`src/hw/rtl/rpn_pkg.sv`:
```
`timescale 1ns / 1ps
// ----------------------------------------------------------------------------
// Relative path normalizer package
// Character codes, result item type and sizing constants for the normalizer.
// ----------------------------------------------------------------------------
package rpn_pkg;

  localparam int MAX_LENGTH_DEF = 256;

  // Results one request can produce: separator, two held dots, a byte, status.
  localparam int MAX_RES = 5;
  localparam int QDEPTH  = 8;

  localparam logic [7:0] CH_SLASH  = 8'h2F;
  localparam logic [7:0] CH_BSLASH = 8'h5C;
  localparam logic [7:0] CH_DOT    = 8'h2E;
  localparam logic [7:0] CH_COLON  = 8'h3A;
  localparam logic [7:0] CH_SPACE  = 8'h20;
  localparam logic [7:0] CH_DEL    = 8'h7F;
  localparam logic [7:0] CH_UPPER_A = 8'h41;
  localparam logic [7:0] CH_UPPER_Z = 8'h5A;
  localparam logic [7:0] CASE_BIT  = 8'h20;
  localparam logic [7:0] CH_NONE   = 8'h00;

  localparam logic [1:0] DOTS_TWO = 2'd2;

  localparam logic STATUS_OK  = 1'b0;
  localparam logic STATUS_BAD = 1'b1;

  typedef struct packed {
    logic [7:0] chr;
    logic       is_st;
    logic       st;
    logic       last;
  } rpn_item_t;

endpackage

```
`src/hw/rtl/relative_path_normalizer.sv`:
```
`timescale 1ns / 1ps
// ----------------------------------------------------------------------------
// Relative path normalizer
// Normalizes a relative path arriving one byte per request and emits the
// normalized bytes followed by one status item per path.
// ----------------------------------------------------------------------------
//  Channel  Direction  Handshake              Payload
//  in_      input      in_valid / in_ready    path_byte, has_byte, path_end
//  out_     output     out_valid / out_ready  char, is_status, status, last_of_run
//
// Each accepted request is decoded combinationally against the path state and
// its zero to five results are written into an eight-entry output queue.
// One request is taken per cycle while the queue has room for five results.
// The queue drains one result per cycle when out_ready is high.
// Synchronous active-low reset clears the path state and empties the queue.
module relative_path_normalizer
  import rpn_pkg::*;
#(
  parameter int MAX_LENGTH = MAX_LENGTH_DEF
) (
  input  logic       clk,
  input  logic       rst_n,
  input  logic       in_valid,
  output logic       in_ready,
  input  logic [7:0] in_path_byte,
  input  logic       in_has_byte,
  input  logic       in_path_end,
  output logic       out_valid,
  input  logic       out_ready,
  output logic [7:0] out_char,
  output logic       out_is_status,
  output logic       out_status,
  output logic       out_last_of_run
);

  localparam int CW   = $clog2(MAX_LENGTH + 2);
  localparam int QAW  = $clog2(QDEPTH);
  localparam int QCW  = QAW + 1;
  localparam int RIW  = $clog2(MAX_RES);
  localparam int RCW  = $clog2(MAX_RES + 1);
  localparam logic [CW-1:0] MAX_CNT = CW'(MAX_LENGTH);

  logic [CW-1:0]  cnt_r, cnt_nxt, cnt_inc;
  logic [1:0]     held_r, held_nxt;
  logic           seg_r, seg_nxt;
  logic           ne_r, ne_nxt;
  logic           err_r, err_nxt;

  rpn_item_t      res [MAX_RES];
  logic [RCW-1:0] nres;

  rpn_item_t      mem_r [QDEPTH];
  logic [QAW-1:0] wr_ptr_r, rd_ptr_r;
  logic [QCW-1:0] fill_r, fill_nxt;

  logic           acc, pop, bad;
  logic [7:0]     b_lc;
  logic           is_sep, is_ctl;
  logic [QAW-1:0] slot [QDEPTH];

  assign acc      = in_valid && in_ready;
  assign pop      = out_valid && out_ready;
  assign in_ready = fill_r <= QCW'(QDEPTH - MAX_RES);

  assign is_sep = (in_path_byte == CH_SLASH) || (in_path_byte == CH_BSLASH);
  assign is_ctl = (in_path_byte < CH_SPACE) || (in_path_byte == CH_DEL) ||
                  (in_path_byte == CH_COLON);
  assign b_lc   = ((in_path_byte >= CH_UPPER_A) && (in_path_byte <= CH_UPPER_Z)) ?
                  (in_path_byte | CASE_BIT) : in_path_byte;
  assign cnt_inc = (cnt_r <= MAX_CNT) ? cnt_r + CW'(1) : cnt_r;

  always_comb begin
    cnt_nxt  = cnt_r;
    held_nxt = held_r;
    seg_nxt  = seg_r;
    ne_nxt   = ne_r;
    err_nxt  = err_r;
    nres     = '0;
    bad      = 1'b0;
    for (int i = 0; i < MAX_RES; i++) begin
      res[i] = '0;
    end

    if (acc && in_has_byte && !err_r) begin
      cnt_nxt = cnt_inc;
      if (cnt_inc > MAX_CNT) begin
        err_nxt = 1'b1;
      end else if (is_ctl) begin
        err_nxt = 1'b1;
      end else if (is_sep) begin
        if (cnt_r == '0) begin
          err_nxt = 1'b1;
        end else if (seg_r) begin
          seg_nxt  = 1'b0;
          held_nxt = '0;
        end else if (held_r == DOTS_TWO) begin
          err_nxt = 1'b1;
        end else begin
          held_nxt = '0;
        end
      end else if (seg_r) begin
        res[RIW'(nres)] = '{chr: b_lc, is_st: 1'b0, st: STATUS_OK, last: 1'b0};
        nres = nres + RCW'(1);
      end else if ((b_lc == CH_DOT) && (held_r < DOTS_TWO)) begin
        held_nxt = held_r + 2'd1;
      end else begin
        if (ne_r) begin
          res[RIW'(nres)] = '{chr: CH_SLASH, is_st: 1'b0, st: STATUS_OK, last: 1'b0};
          nres = nres + RCW'(1);
        end
        if (held_r != '0) begin
          res[RIW'(nres)] = '{chr: CH_DOT, is_st: 1'b0, st: STATUS_OK, last: 1'b0};
          nres = nres + RCW'(1);
        end
        if (held_r == DOTS_TWO) begin
          res[RIW'(nres)] = '{chr: CH_DOT, is_st: 1'b0, st: STATUS_OK, last: 1'b0};
          nres = nres + RCW'(1);
        end
        res[RIW'(nres)] = '{chr: b_lc, is_st: 1'b0, st: STATUS_OK, last: 1'b0};
        nres     = nres + RCW'(1);
        held_nxt = '0;
        seg_nxt  = 1'b1;
        ne_nxt   = 1'b1;
      end
    end

    if (acc && in_path_end) begin
      bad = err_nxt || (cnt_nxt == '0) || (!seg_nxt && (held_nxt == DOTS_TWO)) ||
            !ne_nxt;
      res[RIW'(nres)] = '{chr: CH_NONE, is_st: 1'b1,
                          st: bad ? STATUS_BAD : STATUS_OK, last: 1'b0};
      nres     = nres + RCW'(1);
      cnt_nxt  = '0;
      held_nxt = '0;
      seg_nxt  = 1'b0;
      ne_nxt   = 1'b0;
      err_nxt  = 1'b0;
    end

    if (nres != '0) begin
      res[RIW'(nres - RCW'(1))].last = 1'b1;
    end
  end

  assign fill_nxt = fill_r + QCW'(nres) - QCW'(pop);

  always_ff @(posedge clk) begin
    if (!rst_n) begin
      cnt_r    <= '0;
      held_r   <= '0;
      seg_r    <= 1'b0;
      ne_r     <= 1'b0;
      err_r    <= 1'b0;
      wr_ptr_r <= '0;
      rd_ptr_r <= '0;
      fill_r   <= '0;
    end else begin
      cnt_r    <= cnt_nxt;
      held_r   <= held_nxt;
      seg_r    <= seg_nxt;
      ne_r     <= ne_nxt;
      err_r    <= err_nxt;
      wr_ptr_r <= wr_ptr_r + QAW'(nres);
      rd_ptr_r <= rd_ptr_r + QAW'(pop);
      fill_r   <= fill_nxt;
    end
  end

  always_comb begin
    for (int j = 0; j < QDEPTH; j++) begin
      slot[j] = QAW'(j) - wr_ptr_r;
    end
  end

  always_ff @(posedge clk) begin
    for (int j = 0; j < QDEPTH; j++) begin
      if (QCW'(slot[j]) < QCW'(nres)) begin
        mem_r[j] <= res[RIW'(slot[j])];
      end
    end
  end

  assign out_valid       = fill_r != '0;
  assign out_char        = mem_r[rd_ptr_r].chr;
  assign out_is_status   = mem_r[rd_ptr_r].is_st;
  assign out_status      = mem_r[rd_ptr_r].st;
  assign out_last_of_run = mem_r[rd_ptr_r].last;

  a_fill_bound: assert property (@(posedge clk) disable iff (!rst_n)
    fill_r <= QCW'(QDEPTH))
    else $error("output queue fill exceeds its depth");

  a_held_bound: assert property (@(posedge clk) disable iff (!rst_n)
    held_r <= DOTS_TWO)
    else $error("more than two dots held back");

  a_path_clear: assert property (@(posedge clk) disable iff (!rst_n)
    (acc && in_path_end) |=> (cnt_r == '0) && !err_r && !seg_r && !ne_r &&
                             (held_r == '0))
    else $error("path state not cleared after path end");

  a_drain: assert property (@(posedge clk) disable iff (!rst_n)
    (pop && !acc) |=> fill_r == $past(fill_r) - QCW'(1))
    else $error("queue fill did not drop by one on a lone read");

endmodule

```
`config.mk`:
```
export PLATFORM = sky130hd
export DESIGN_NAME = relative_path_normalizer
export DESIGN_NICKNAME = d
export VERILOG_FILES = /design/src/hw/rtl/rpn_pkg.sv /design/src/hw/rtl/relative_path_normalizer.sv
export SDC_FILE = /design/constraint.sdc
export NUM_CORES = 1
export LEC_CHECK = 0
export CORE_UTILIZATION = 41
export DETAILED_ROUTE_END_ITERATION = 10
export DONT_BUFFER_PORTS = 1
export GPL_ROUTABILITY_DRIVEN = 0
export GPL_TIMING_DRIVEN = 0
export SYNTH_ARGS = -nofsm -noshare
export SYNTH_HDL_FRONTEND = slang
export SYNTH_SLANG_ARGS = --single-unit
```
`constraint.sdc`:
```
create_clock -name clk -period 9.4 [get_ports clk]
set_clock_uncertainty 0.2 [all_clocks]
set_input_delay 0.47 -clock clk [delete_from_list [all_inputs] [get_ports clk]]
set_output_delay 0.47 -clock clk [all_outputs]
set_load 0.01 [all_outputs]
```
Word-level counts from Yosys, hierarchy flattened --
Memories as Yosys holds them, arrays and structs flattened. A register that Yosys moved wholly into a read port is not among the register bits. Cells that the tools add are included. W data, S select, Z words.
Storage, ports and cells: flip-flop bits (word level) 24, memory bits (writable) 88, input bits 14, output and inout bits 13, word-level logic and storage cells 261, memories 1
Cells by class: $add $sub $neg 19, order comparisons 33, equality and inequality tests 7, multiplexer cells 145, bitwise logic cells 20, reductions and logical operators 28
Memories:
- mem_r | words 8, width 11, rd ports 1, clocked after Yosys merged registers in 1, wr ports 8, RTL line relative_path_normalizer.sv:52 | rpn_item_t mem_r [QDEPTH];
Operators with widths (number):
- $mux W55 | 21
- $mux W11 | 27
- $bmux W11 S3 | 8
- $bwmux W55 | 3
- $demux W11 S3 | 5
- $mux W3 | 28
- $and A35 B35 Y35 | 2
- $not A35 Y35 | 2
- $ge A4 B4 Y1 const B | 13
- $not A3 Y4 | 13
- $mux W44 | 1
- $or A20 B20 Y20 | 2
- $mux W1 | 39
- $mux W9 | 3
- $eq A8 B6 Y1 const B | 3
- $lt A3 B3 Y1 | 8
- $lt A4 B1 Y1 const B | 5
- $logic_not A9 Y1 | 2
- $mux W2 | 9
- $eq A8 B7 Y1 const B | 2
- $logic_and A1 B1 Y1 | 13
- $add A3 B1 Y3 const B | 4
- $sub A3 B3 Y3 const A | 4
- $add A9 B1 Y9 const B | 1
- 24 further kinds | 34

Depth between registers and ports, before layout --
Gate-level depths: netlist of run 1.
word-level depth 47, gate-level depth with buffers 20, depth with buffers taken out 18

Least setup slack after synthesis of run 1 --
OpenSTA, ideal clock, no wires.
path kind register to register, start point register cnt_r[0], end point memory mem_r[2][0] in the netlist's numbering, enable pin, setup time 0.382 ns, data arrival time 4.426 ns, data required time 8.818 ns, path slack 4.391 ns, cell stages (with the launch flop) 16, buffers on the path 2, clock period less this slack 5.009 ns, cells stage by stage dfxtp_1 clkbuf_1 inv_1 ha_1 or4b_4 o21a_1 o311a_1 nor4_4 nand2_1 clkbuf_1 nor2_1 ha_1 mux2i_1 ha_1 a21o_1 a21oi_1
RTL lines:
- from (decl) | RTL line relative_path_normalizer.sv:43 | logic [CW-1:0] cnt_r, cnt_nxt, cnt_inc;
- from (signal assigned) | RTL line relative_path_normalizer.sv:158 | cnt_r <= cnt_nxt;
- to (decl) | RTL line relative_path_normalizer.sv:52

==> results of run 1 <==
==> flip-flops by register name, indices dropped and copies added (netlist names) <==
register	flops
mem_r	88
cnt_r	9
fill_r	4
rd_ptr_r	3
wr_ptr_r	3
held_r	2
err_r	1
ne_r	1
seg_r	1
==> worst min path at each step <==
| stage | cells after the start | to | start | slack (ns) |
|---|---|---|---|---|
| 6_report | 2 | cnt_r[1] | rst_n | 0.21 |
| 5_1_grt | 2 | cnt_r[1] | rst_n | 0.26 |
| 4_1_cts | 2 | cnt_r[1] | rst_n | 0.21 |
| 3_5_place_dp | 2 | err_r | err_r | 0.35 |
| 3_3_place_gp | 2 | err_r | err_r | 0.33 |
| 2_1_floorplan | 2 | err_r | err_r | 0.31 |
==> cells in the final DEF, fill, tap and decap left out, types with 17 or more instances in the layout <==
master / count
a21oi_1: 55
a31oi_1: 20
clkbuf_1: 58
dfxtp_1: 24
edfxtp_1: 88
ha_1: 34
inv_1: 42
mux2_2: 17
mux4_2: 22
nand2_1: 65
nand3_1: 41
nor2_1: 82
nor3_1: 52
o21ai_0: 44
==> cells by family (layout without fill, tap and decap cells) <==
| kind of cell | after synthesis | count (layout) | share of synthesized area (%) |
|---|---|---|---|
| compound gates | 233 | 233 | 18.7 |
| xor+xnor | 24 | 24 | 2.65 |
| fa+ha+maj | 36 | 36 | 5.51 |
| buf+inv | 112 | 129 | 5.25 |
| flops | 112 | 112 | 37.0 |
| mux | 51 | 51 | 9.56 |
| simple gates | 350 | 350 | 21.3 |
==> cells in the mapped netlist (all sizes together) (13+ instances only) <==
master | n | area share (%)
edfxtp | 88 | 31
nor2 | 84 | 3.8
nand2 | 65 | 2.9
a21oi | 59 | 3.5
clkbuf | 55 | 2.4
nor3 | 53 | 3.2
o21ai | 52 | 3.1
inv | 43 | 1.9
nand3 | 42 | 2.5
ha | 34 | 5.0
dfxtp | 24 | 5.7
mux4 | 22 | 5.9
a31oi | 21 | 1.6
mux2 | 17 | 2.3
nor2b | 15 | 1.1
xnor2 | 15 | 1.6
and2 | 14 | 1.0
buf | 13 | 0.84
nand4 | 13 | 1.1
nor4 | 13 | 1.2
==> metal layers <==
metal  wire length [um]  up-vias
li1                   -     3489
met3               2100       59
met5                  0        -
met1              11100     3513
met4                686        0
met2              11500      386
==> report_power, final <==
group / internal (mW) / switching (mW) / total [mW]
Clock: 0.210 / 0.188 / 0.398
Sequential: 0.691 / 0.0393 / 0.730
Combinational: 0.315 / 0.593 / 0.907
==> cell type report <==
class / count / area (um2) / area share, %
Buffer: 68 / 278 / 3.05
Timing Repair Buffer: 1 / 7.51 / 0.0825
Sequential cell: 112 / 3120 / 34.3
Tap cell: 270 / 338 / 3.71
Clock buffer: 12 / 236 / 2.60
Clock inverter: 4 / 55.1 / 0.605
Multi-Input combinational cell: 694 / 4890 / 53.8
Inverter: 44 / 165 / 1.82
==> results.json, run 1 <==
{
  "drt_first_pass_iters": 5,
  "utilization_pct": 45.0,
  "synthCells": 918,
  "fin_ws_ns": 2.98,
  "core_um2": 20200,
  "syn_area_um2": 8440,
  "slowest_stage": "a21oi_1",
  "slowest_delay_ns": 1.00,
  "insertion_delay_ns": 0.37,
  "final-max-slew-violation-count": 0,
  "placed_cells": 1189,
  "synth.distinct_cells": 83,
  "clockBufferDepth": 2,
  "cp_top_family": "compound AO/OA/AOI/OAI gates",
  "slew-limit-headroom_pct": 11.8,
  "antenna_found_initial": 1,
  "startpoint": "cnt_r[0]",
  "synth-async-reset-ratio_pct": 0,
  "hold_viol_final": 0,
  "ys_seq_area_share_pct": 37.0,
  "avgRoutedWirePerCell_um": 21.1,
  "port_buffers": 0,
  "vias": 7447,
  "die_w_um": 145,
  "r2r-end": "mem_r[2][7]",
  "die_h_um": 145,
  "total_power_mw": 2.04,
  "r2r_slack_ns": 2.98,
  "use_met1_pct": 34.2,
  "synth-edff-count": 88,
  "grt_first_pass_wirelength_mm": 40.1,
  "grtUsageMet3_pct": 4.01,
  "critPathCapture": "mem_r[2][7]",
  "cp-end-kind": "flip-flop",
  "grt_usage_pct": 24.5,
  "path_common_cell": "ha_1",
  "hold_ws_ns": 0.209,
  "final_cells": 1205,
  "drive_gt1_share_pct": 9.95,
  "worst-path-max-fanout": 11,
  "grt_pass1_vias": 6766,
  "preCtsSetupSlack_ns": 2.87,
  "dp_hpwl_mm": 20.0,
  "ys.warnings.count": 0,
  "via_per_inst": 6.18,
  "p_per_area_nw_per_um2": 224,
  "syn_area_per_cell_um2": 9.19,
  "placementRows": 52,
  "syn-num-nets": 968,
  "grt_setup_unrepaired": "false",
  "crit_type": "reg -> reg",
  "drt_iter0_drc": 949,
  "ant_nets": 0,
  "reg2regPathDepth": 16,
  "cts-resized-gates": 0,
  "worst_pin_slew_ns": 1.32,
  "cts_tree": "done",
  "cap_violations": 0,
  "path_buf_inv": 4,
  "grt_max_degree": 19,
  "crit_chain": "clkbuf_1 > inv_1 > ha_1 > or4b_4 > o21a_1 > o311a_1 > nor4_4 > nand2_1 > clkbuf_1 > nor2_1 > ha_1 > nand2_1 > xnor2_1 > inv_1 > ha_1 > a21oi_1",
  "arrival_ns": 6.19,
  "cts_made_buffers": 9,
  "start_util_pct": 41.7,
  "fin_nets": 980,
  "grt.busiest_layer": "met2",
  "post_cts_buffers": 0,
  "syn_to_final_growth_pct": 7.77,
  "ys_seq_elements": 112,
  "vdd_drop_max_mv": 0.0896,
  "timing.fmax_mhz": 156,
  "cp.depth": 16,
  "overflow": 0,
  "final.setup.tns_ns": 0,
  "drt-total-wl_mm": 25.4,
  "critPathRequiredTime_ns": 9.18,
  "ys.flop_type": "edfxtp_1",
  "start_kind": "flip-flop",
  "num_antenna_cells": 0,
  "die-area_um2": 21200,
  "hold_class": "in -> reg",
  "cts_root_buf": "clkbuf_16",
  "p_leak_nw": 3.03,
  "placed_cell_area_um2": 8790,
  "drcViolationCount": 0,
  "use_met2_pct": 39.1,
  "period_share_pct": 68.3,
  "io_pins": 27,
  "status": "complete, no violations",
  "period_needed_ns": 6.42,
  "htree_levels": 3,
  "holdBufCountCts": 0,
  "r2r-start": "cnt_r[0]",
  "setup_viol": 0,
  "n_fill_cell": 1959,
  "cts.clk_slew.worst_paths_ns": 0.07,
  "cts.sinks": 112,
  "postLayoutCellArea_um2": 9100
}
Note: power is estimated with default switching activity, not from simulation.
==> inputs of run 2 (changes only) <==
--- a/config.mk
+++ b/config.mk
@@ -5,6 +5,7 @@
 export SDC_FILE = /design/constraint.sdc
 export NUM_CORES = 1
 export LEC_CHECK = 0
+export ABC_AREA = 1
 export CORE_UTILIZATION = 41
 export DETAILED_ROUTE_END_ITERATION = 10
 export DONT_BUFFER_PORTS = 1
==> constraint.sdc (replaced) <==
create_clock -name clk -period 5.7 [get_ports clk]
set_clock_uncertainty 0.2 [all_clocks]
set_input_delay 0.285 -clock clk [delete_from_list [all_inputs] [get_ports clk]]
set_output_delay 0.285 -clock clk [all_outputs]
set_load 0.01 [all_outputs]
==> results.json, run 2 <==
{
  "drt-total-wl_mm": 28.6,
  "setup_viol": 0,
  "cts_root_buf": "clkbuf_16",
  "arrival_ns": 4.97,
  "ys.flop_type": "edfxtp_1",
  "worst-path-max-fanout": 11,
  "syn_area_um2": 8770,
  "preCtsSetupSlack_ns": 0.525,
  "final.setup.tns_ns": 0,
  "layout_common_cells": "nand2_1 (386), nor2_1 (154), nand3_1 (100)",
  "timing.fmax_mhz": 192,
  "post_cts_buffers": 0,
  "ys_seq_area_share_pct": 35.6,
  "period_share_pct": 91.2,
  "die_w_um": 148,
  "fin_nets": 1327,
  "p_leak_nw": 3.95,
  "period_needed_ns": 5.20,
  "hold_viol_final": 0,
  "num_antenna_cells": 0,
  "cts.sinks": 112,
  "insertion_delay_ns": 0.35,
  "grt_pass1_vias": 7879,
  "total_power_mw": 3.38,
  "start_kind": "flip-flop",
  "vias": 8699,
  "syn_area_per_cell_um2": 6.94,
  "synth_top_cell_area_share_pct": 30.1,
  "synth.distinct_cells": 48,
  "grt_setup_unrepaired": "false",
  "clockBufferDepth": 2,
  "grt_first_pass_wirelength_mm": 44.7,
  "cts_made_buffers": 9,
  "largest_reg_flops": 88,
  "worst_pin_slew_ns": 1.35,
  "crit_type": "reg -> reg",
  "ys.warnings.count": 0,
  "synth_top_area_cell": "edfxtp_1",
  "synth-async-reset-ratio_pct": 0,
  "dp_hpwl_mm": 23.0,
  "overflow": 0,
  "cts_tree": "done",
  "die-area_um2": 22000,
  "top_regs": "mem_r (88), cnt_r (9), fill_r (4)",
  "via_per_inst": 5.59,
  "slew-limit-headroom_pct": 9.03,
  "status": "complete, no violations",
  "final-max-slew-violation-count": 0,
  "grt_usage_pct": 26.8,
  "yosys-top-cells-area": "edfxtp_1 (30%), nand2_1 (17%), nor2_1 (6.6%)",
  "synthCells": 1265,
  "cap_violations": 0,
  "drive_gt1_share_pct": 7.49,
  "antenna_found_initial": 0,
  "placementRows": 53,
  "n_fill_cell": 2177,
  "p_per_area_nw_per_um2": 360,
  "drt_first_pass_iters": 6,
  "port_buffers": 0,
  "cts.clk_slew.worst_paths_ns": 0.08,
  "top_register": "mem_r",
  "hold_class": "in -> reg",
  "reg2regPathDepth": 19,
  "min_path_cells": 4,
  "avgRoutedWirePerCell_um": 18.4,
  "synth_common_cells": "nand2_1 (386), nor2_1 (154), nand3_1 (100), edfxtp_1 (88), inv_1 (88)",
  "slowest_delay_ns": 0.94,
  "final_common_cell": "nand2_1",
  "path_common_cell": "a21oi_1",
  "ys_seq_elements": 112,
  "syn-num-nets": 1315,
  "core_um2": 21000,
  "synth-edff-count": 88,
  "ant_nets": 0,
  "io_pins": 27,
  "start_util_pct": 41.7,
  "fin_ws_ns": 0.501,
  "cp-end-kind": "flip-flop",
  "drcViolationCount": 0,
  "crit_chain": "inv_1 > ha_1 > nand2_1 > nor2_1 > nand2_4 > nand2_4 > a21oi_1 > nand2_1 > nor2_2 > nand2_2 > nand2_4 > nand4_2 > nor2_4 > ha_1 > a21oi_1 > ha_1 > a21oi_1 > a21oi_1 > a21oi_1",
  "vdd_drop_max_mv": 0.151,
  "die_h_um": 148,
  "drt_iter0_drc": 1033,
  "htree_levels": 3,
  "synth_most_common_cell": "nand2_1",
  "syn_to_final_growth_pct": 7.19,
  "grt_max_degree": 20,
  "slowest_stage": "a21oi_1",
  "critPathRequiredTime_ns": 5.47
}
-- run 2: cell types whose count changed in the layout (fill, tap and decap cells not counted), sizes merged, moves of 35 or more --
cell	previous run	this run
nand2	65	397
nor2	84	168
nand3	42	106
nand4	13	77
inv	45	98
o21ai	52	99
nor3	53	18
-- run 2: report_power, final --
part / internal [mW] / total [mW] / switching [mW] / leakage, nW
Combinational: 0.405 / 1.55 / 1.15 / 2.83
Sequential: 1.14 / 1.22 / 0.0821 / 0.990
Clock: 0.301 / 0.611 / 0.311 / 0.129
Total: 1.84 / 3.38 / 1.54 / 3.95
-- run 2: what timing repair did --
action	in CTS	in global routing
hold buffers	1	0
hold endpoints to repair	14	0
resized for setup	0	0
-- run 2: kinds of logic after synthesis --
logic type      Yosys count  synth area share, %
compound gates          164                 10.3
mux                       2                0.228
fa+ha+maj                37                 5.42
simple gates            770                 39.5
buf+inv                 171                 8.07
xor+xnor                  9                0.898
flops                   112                 35.6
-- run 2: worst max-delay path, delay by kind of cell, from the launching register on --
family	cells	cell delay, ns
AOI/OAI and AO/OA	5	2.11
and+or+nand+nor	10	1.13
DFF	1	0.41
buffers and inverters	1	0.10
adders and majority gates	3	0.85
-- run 2: area by class of cell --
class                   count  area (um2)  area share [%]
flip-flops and latches    112        3120            33.2
repair buffers              1        10.0           0.106
clock inverters             7        51.3           0.545
clock buffers               9         225            2.39
multi-input cells         982        4940            52.6
plain buffers              73         335            3.57
well taps                 275         344            3.66
inverters                  98         373            3.96
-- run 2: path summary, 6_finish.rpt --
check | start | end | slack [ns]
min reg2reg | rd_ptr_r[2] | rd_ptr_r[2] | 0.32
max | cnt_r[0] | mem_r[3][5] | 0.50
min | out_ready | rd_ptr_r[0] | 0.13
max reg2reg | cnt_r[0] | mem_r[3][5] | 0.50
-- run 2: through the flow --
step	hold WS, ns	utilization [%]	instances	cell area (um2)
6_report	0.125	44.7	1557	9410
5_1_grt	0.163	44.7	1557	9410
3_3_place_gp	0.183	43.4	1540	9120
2_1_floorplan	0.178	-	1265	8770
4_1_cts	0.133	44.7	1557	9410
3_5_place_dp	0.187	43.4	1540	9120
-- run 2: metal layers --
metal	up-vias	share of wire, %	global-route usage (%)
met5	-	0	0
li1	4280	-	-
met2	345	45	42.8
met1	4035	46	37.3
met4	0	3.0	9.48
met3	39	6.3	3.10
==> inputs of run 3 (changes only) <==
--- a/config.mk
+++ b/config.mk
@@ -11,6 +11,8 @@
 export DONT_BUFFER_PORTS = 1
 export GPL_ROUTABILITY_DRIVEN = 0
 export GPL_TIMING_DRIVEN = 0
+export HOLD_SLACK_MARGIN = 0.08
+export RECOVER_POWER = 50
 export SYNTH_ARGS = -nofsm -noshare
 export SYNTH_HDL_FRONTEND = slang
 export SYNTH_SLANG_ARGS = --single-unit
==> results.json, run 3 (synthesized netlist as in run 2, its figures left out) <==
{
  "status": "complete, no violations",
  "drt-total-wl_mm": 28.6,
  "cp.depth": 19,
  "largest_reg_flops": 88,
  "top_regs": "mem_r (88), cnt_r (9), fill_r (4)",
  "setup_viol": 0,
  "path_buf_inv": 1,
  "cap_violations": 0,
  "holdPathEnd": "rd_ptr_r[0]",
  "insertion_delay_ns": 0.35,
  "die-area_um2": 22000,
  "port_buffers": 0,
  "p_seq_share_pct": 36.3,
  "dp_hpwl_mm": 23.0,
  "start_util_pct": 41.7,
  "min_from": "out_ready",
  "worst_pin_slew_ns": 1.47,
  "p_per_area_nw_per_um2": 361,
  "clockBufferDepth": 2,
  "cp-end-kind": "flip-flop",
  "grt_usage_pct": 26.8,
  "final_common_cell": "nand2_1",
  "grt_pass1_vias": 7879,
  "start_kind": "flip-flop",
  "grt_first_pass_wirelength_mm": 44.7,
  "crit_chain": "inv_1 > ha_1 > nand2_1 > nor2_1 > nand2_4 > nand2_4 > a21boi_1 > nand2_1 > nor2_1 > nand2_2 > nand2_4 > nand4_2 > nor2_4 > ha_1 > a21oi_1 > ha_1 > a21oi_1 > a21oi_1 > a21oi_1",
  "top_register": "mem_r",
  "die_w_um": 148,
  "num_antenna_cells": 0,
  "drive_gt1_share_pct": 6.24,
  "clockPowerShare_pct": 18.2,
  "vdd_drop_max_mv": 0.152,
  "r2r-start": "cnt_r[0]",
  "slowest_stage": "a21oi_1",
  "drt_iter0_drc": 870,
  "htree_levels": 3,
  "overflow": 0,
  "hold_ws_ns": 0.158,
  "via_per_inst": 5.57,
  "ant_nets": 0,
  "critPathRequiredTime_ns": 5.47,
  "p_int_mw": 1.83,
  "drcViolationCount": 0,
  "min_path_cells": 4,
  "preCtsSetupSlack_ns": 0.525,
  "cts_made_buffers": 9,
  "p_switching_mw": 1.53,
  "cp_top_family": "compound AO/OA/AOI/OAI gates",
  "avgRoutedWirePerCell_um": 18.4,
  "antenna_found_initial": 0,
  "arrival_ns": 4.99,
  "period_needed_ns": 5.22,
  "r2r-end": "mem_r[3][5]",
  "final.setup.tns_ns": 0,
  "worst-path-max-fanout": 11,
  "io_pins": 27,
  "vias": 8675,
  "cts-resized-gates": 0,
  "fin_ws_ns": 0.483,
  "timing.fmax_mhz": 192,
  "p_leak_nw": 3.93,
  "cts_root_buf": "clkbuf_16",
  "final-max-slew-violation-count": 0,
  "pwr-share-comb_pct": 45.5,
  "cts_tree": "done",
  "period_share_pct": 91.5,
  "fin_nets": 1327,
  "die_h_um": 148,
  "core_um2": 21000,
  "hold_viol_final": 0,
  "placementRows": 53,
  "cts.sinks": 112,
  "final_cells": 1557,
  "syn_to_final_growth_pct": 6.06,
  "hold_class": "in -> reg",
  "reg2regPathDepth": 19,
  "layout_common_cells": "nand2_1 (389), nor2_1 (160), nand3_1 (103)",
  "slew-limit-headroom_pct": 1.71,
  "drt_first_pass_iters": 5,
  "r2r_slack_ns": 0.48,
  "swShare_pct": 45.5,
  "utilization_pct": 44.3,
  "path_common_cell": "a21oi_1",
  "placed_cells": 1540,
  "grt_setup_unrepaired": "false",
  "cts.clk_slew.worst_paths_ns": 0.08,
  "grt_max_degree": 20,
  "slowest_delay_ns": 0.96,
  "crit_type": "reg -> reg"
}
-- run 3: cell types whose count changed in the layout (fill, tap and decap cells not counted), sizes merged --
cell,change
buf,-3
clkbuf,+3
-- run 3: area by class of cell --
class	instances	area [um2]
inverter	98	373
clock inverter	7	51.3
timing repair buffer	1	10.0
sequential	112	3120
multi-input combinational	982	4860
tap	275	344
clock buffer	9	225
buffer	73	324
fill	2196	11700
-- run 3: worst register-to-register path: stages, from the launching register on --
cell and delay, ns:
dfxtp_1 0.40, inv_1 0.10, ha_1 0.22, nand2_1 0.07, nor2_1 0.06, nand2_4 0.10, nand2_4 0.09, a21boi_1 0.20
nand2_1 0.08, nor2_1 0.13, nand2_2 0.09, nand2_4 0.13, nand4_2 0.20, nor2_4 0.18, ha_1 0.24, a21oi_1 0.72
ha_1 0.39, a21oi_1 0.20, a21oi_1 0.07, a21oi_1 0.96
-- run 3: how the worst max path moves through the flow --
stage                        start     endpoint  slack (ns)
after global placement    cnt_r[0]  mem_r[3][9]        0.53
after detailed placement  cnt_r[0]  mem_r[3][4]        0.52
after global routing      cnt_r[0]  mem_r[3][6]        0.05
final                     cnt_r[0]  mem_r[3][5]        0.48
after CTS                 cnt_r[0]  mem_r[3][7]        0.50
after floorplan           cnt_r[0]  mem_r[3][0]        1.63
-- run 3: power groups by stage --
stage / clock, mW / combinational [mW] / sequential, mW
finish: 0.613 / 1.53 / 1.22
global route: 0.643 / 1.70 / 1.24
CTS: 0.614 / 1.53 / 1.22
detailed placement: 0 / 1.53 / 1.24
global placement: 0 / 1.52 / 1.24
floorplan: 0 / 1.11 / 1.20
-- run 3: through the flow --
step | cell area (um2) | power (mW)
floorplan | 8770 | 2.31
global placement | 9120 | 2.75
detailed placement | 9120 | 2.77
CTS | 9410 | 3.37
global route | 9310 | 3.58
finish | 9310 | 3.36
-- run 3: what timing repair did --
item	in CTS	in global routing
setup buffers	0	0
hold endpoints to repair	14	0
hold buffers	1	0
-- run 3: layer usage --
layer  up-vias  part of all wire (%)  track usage [%]
met3        52                   7.1             3.10
met5         -                     0                0
met2       331                    45             42.8
li1       4280                     -                -
met4         0                   3.2             9.48
met1      4012                    45             37.3
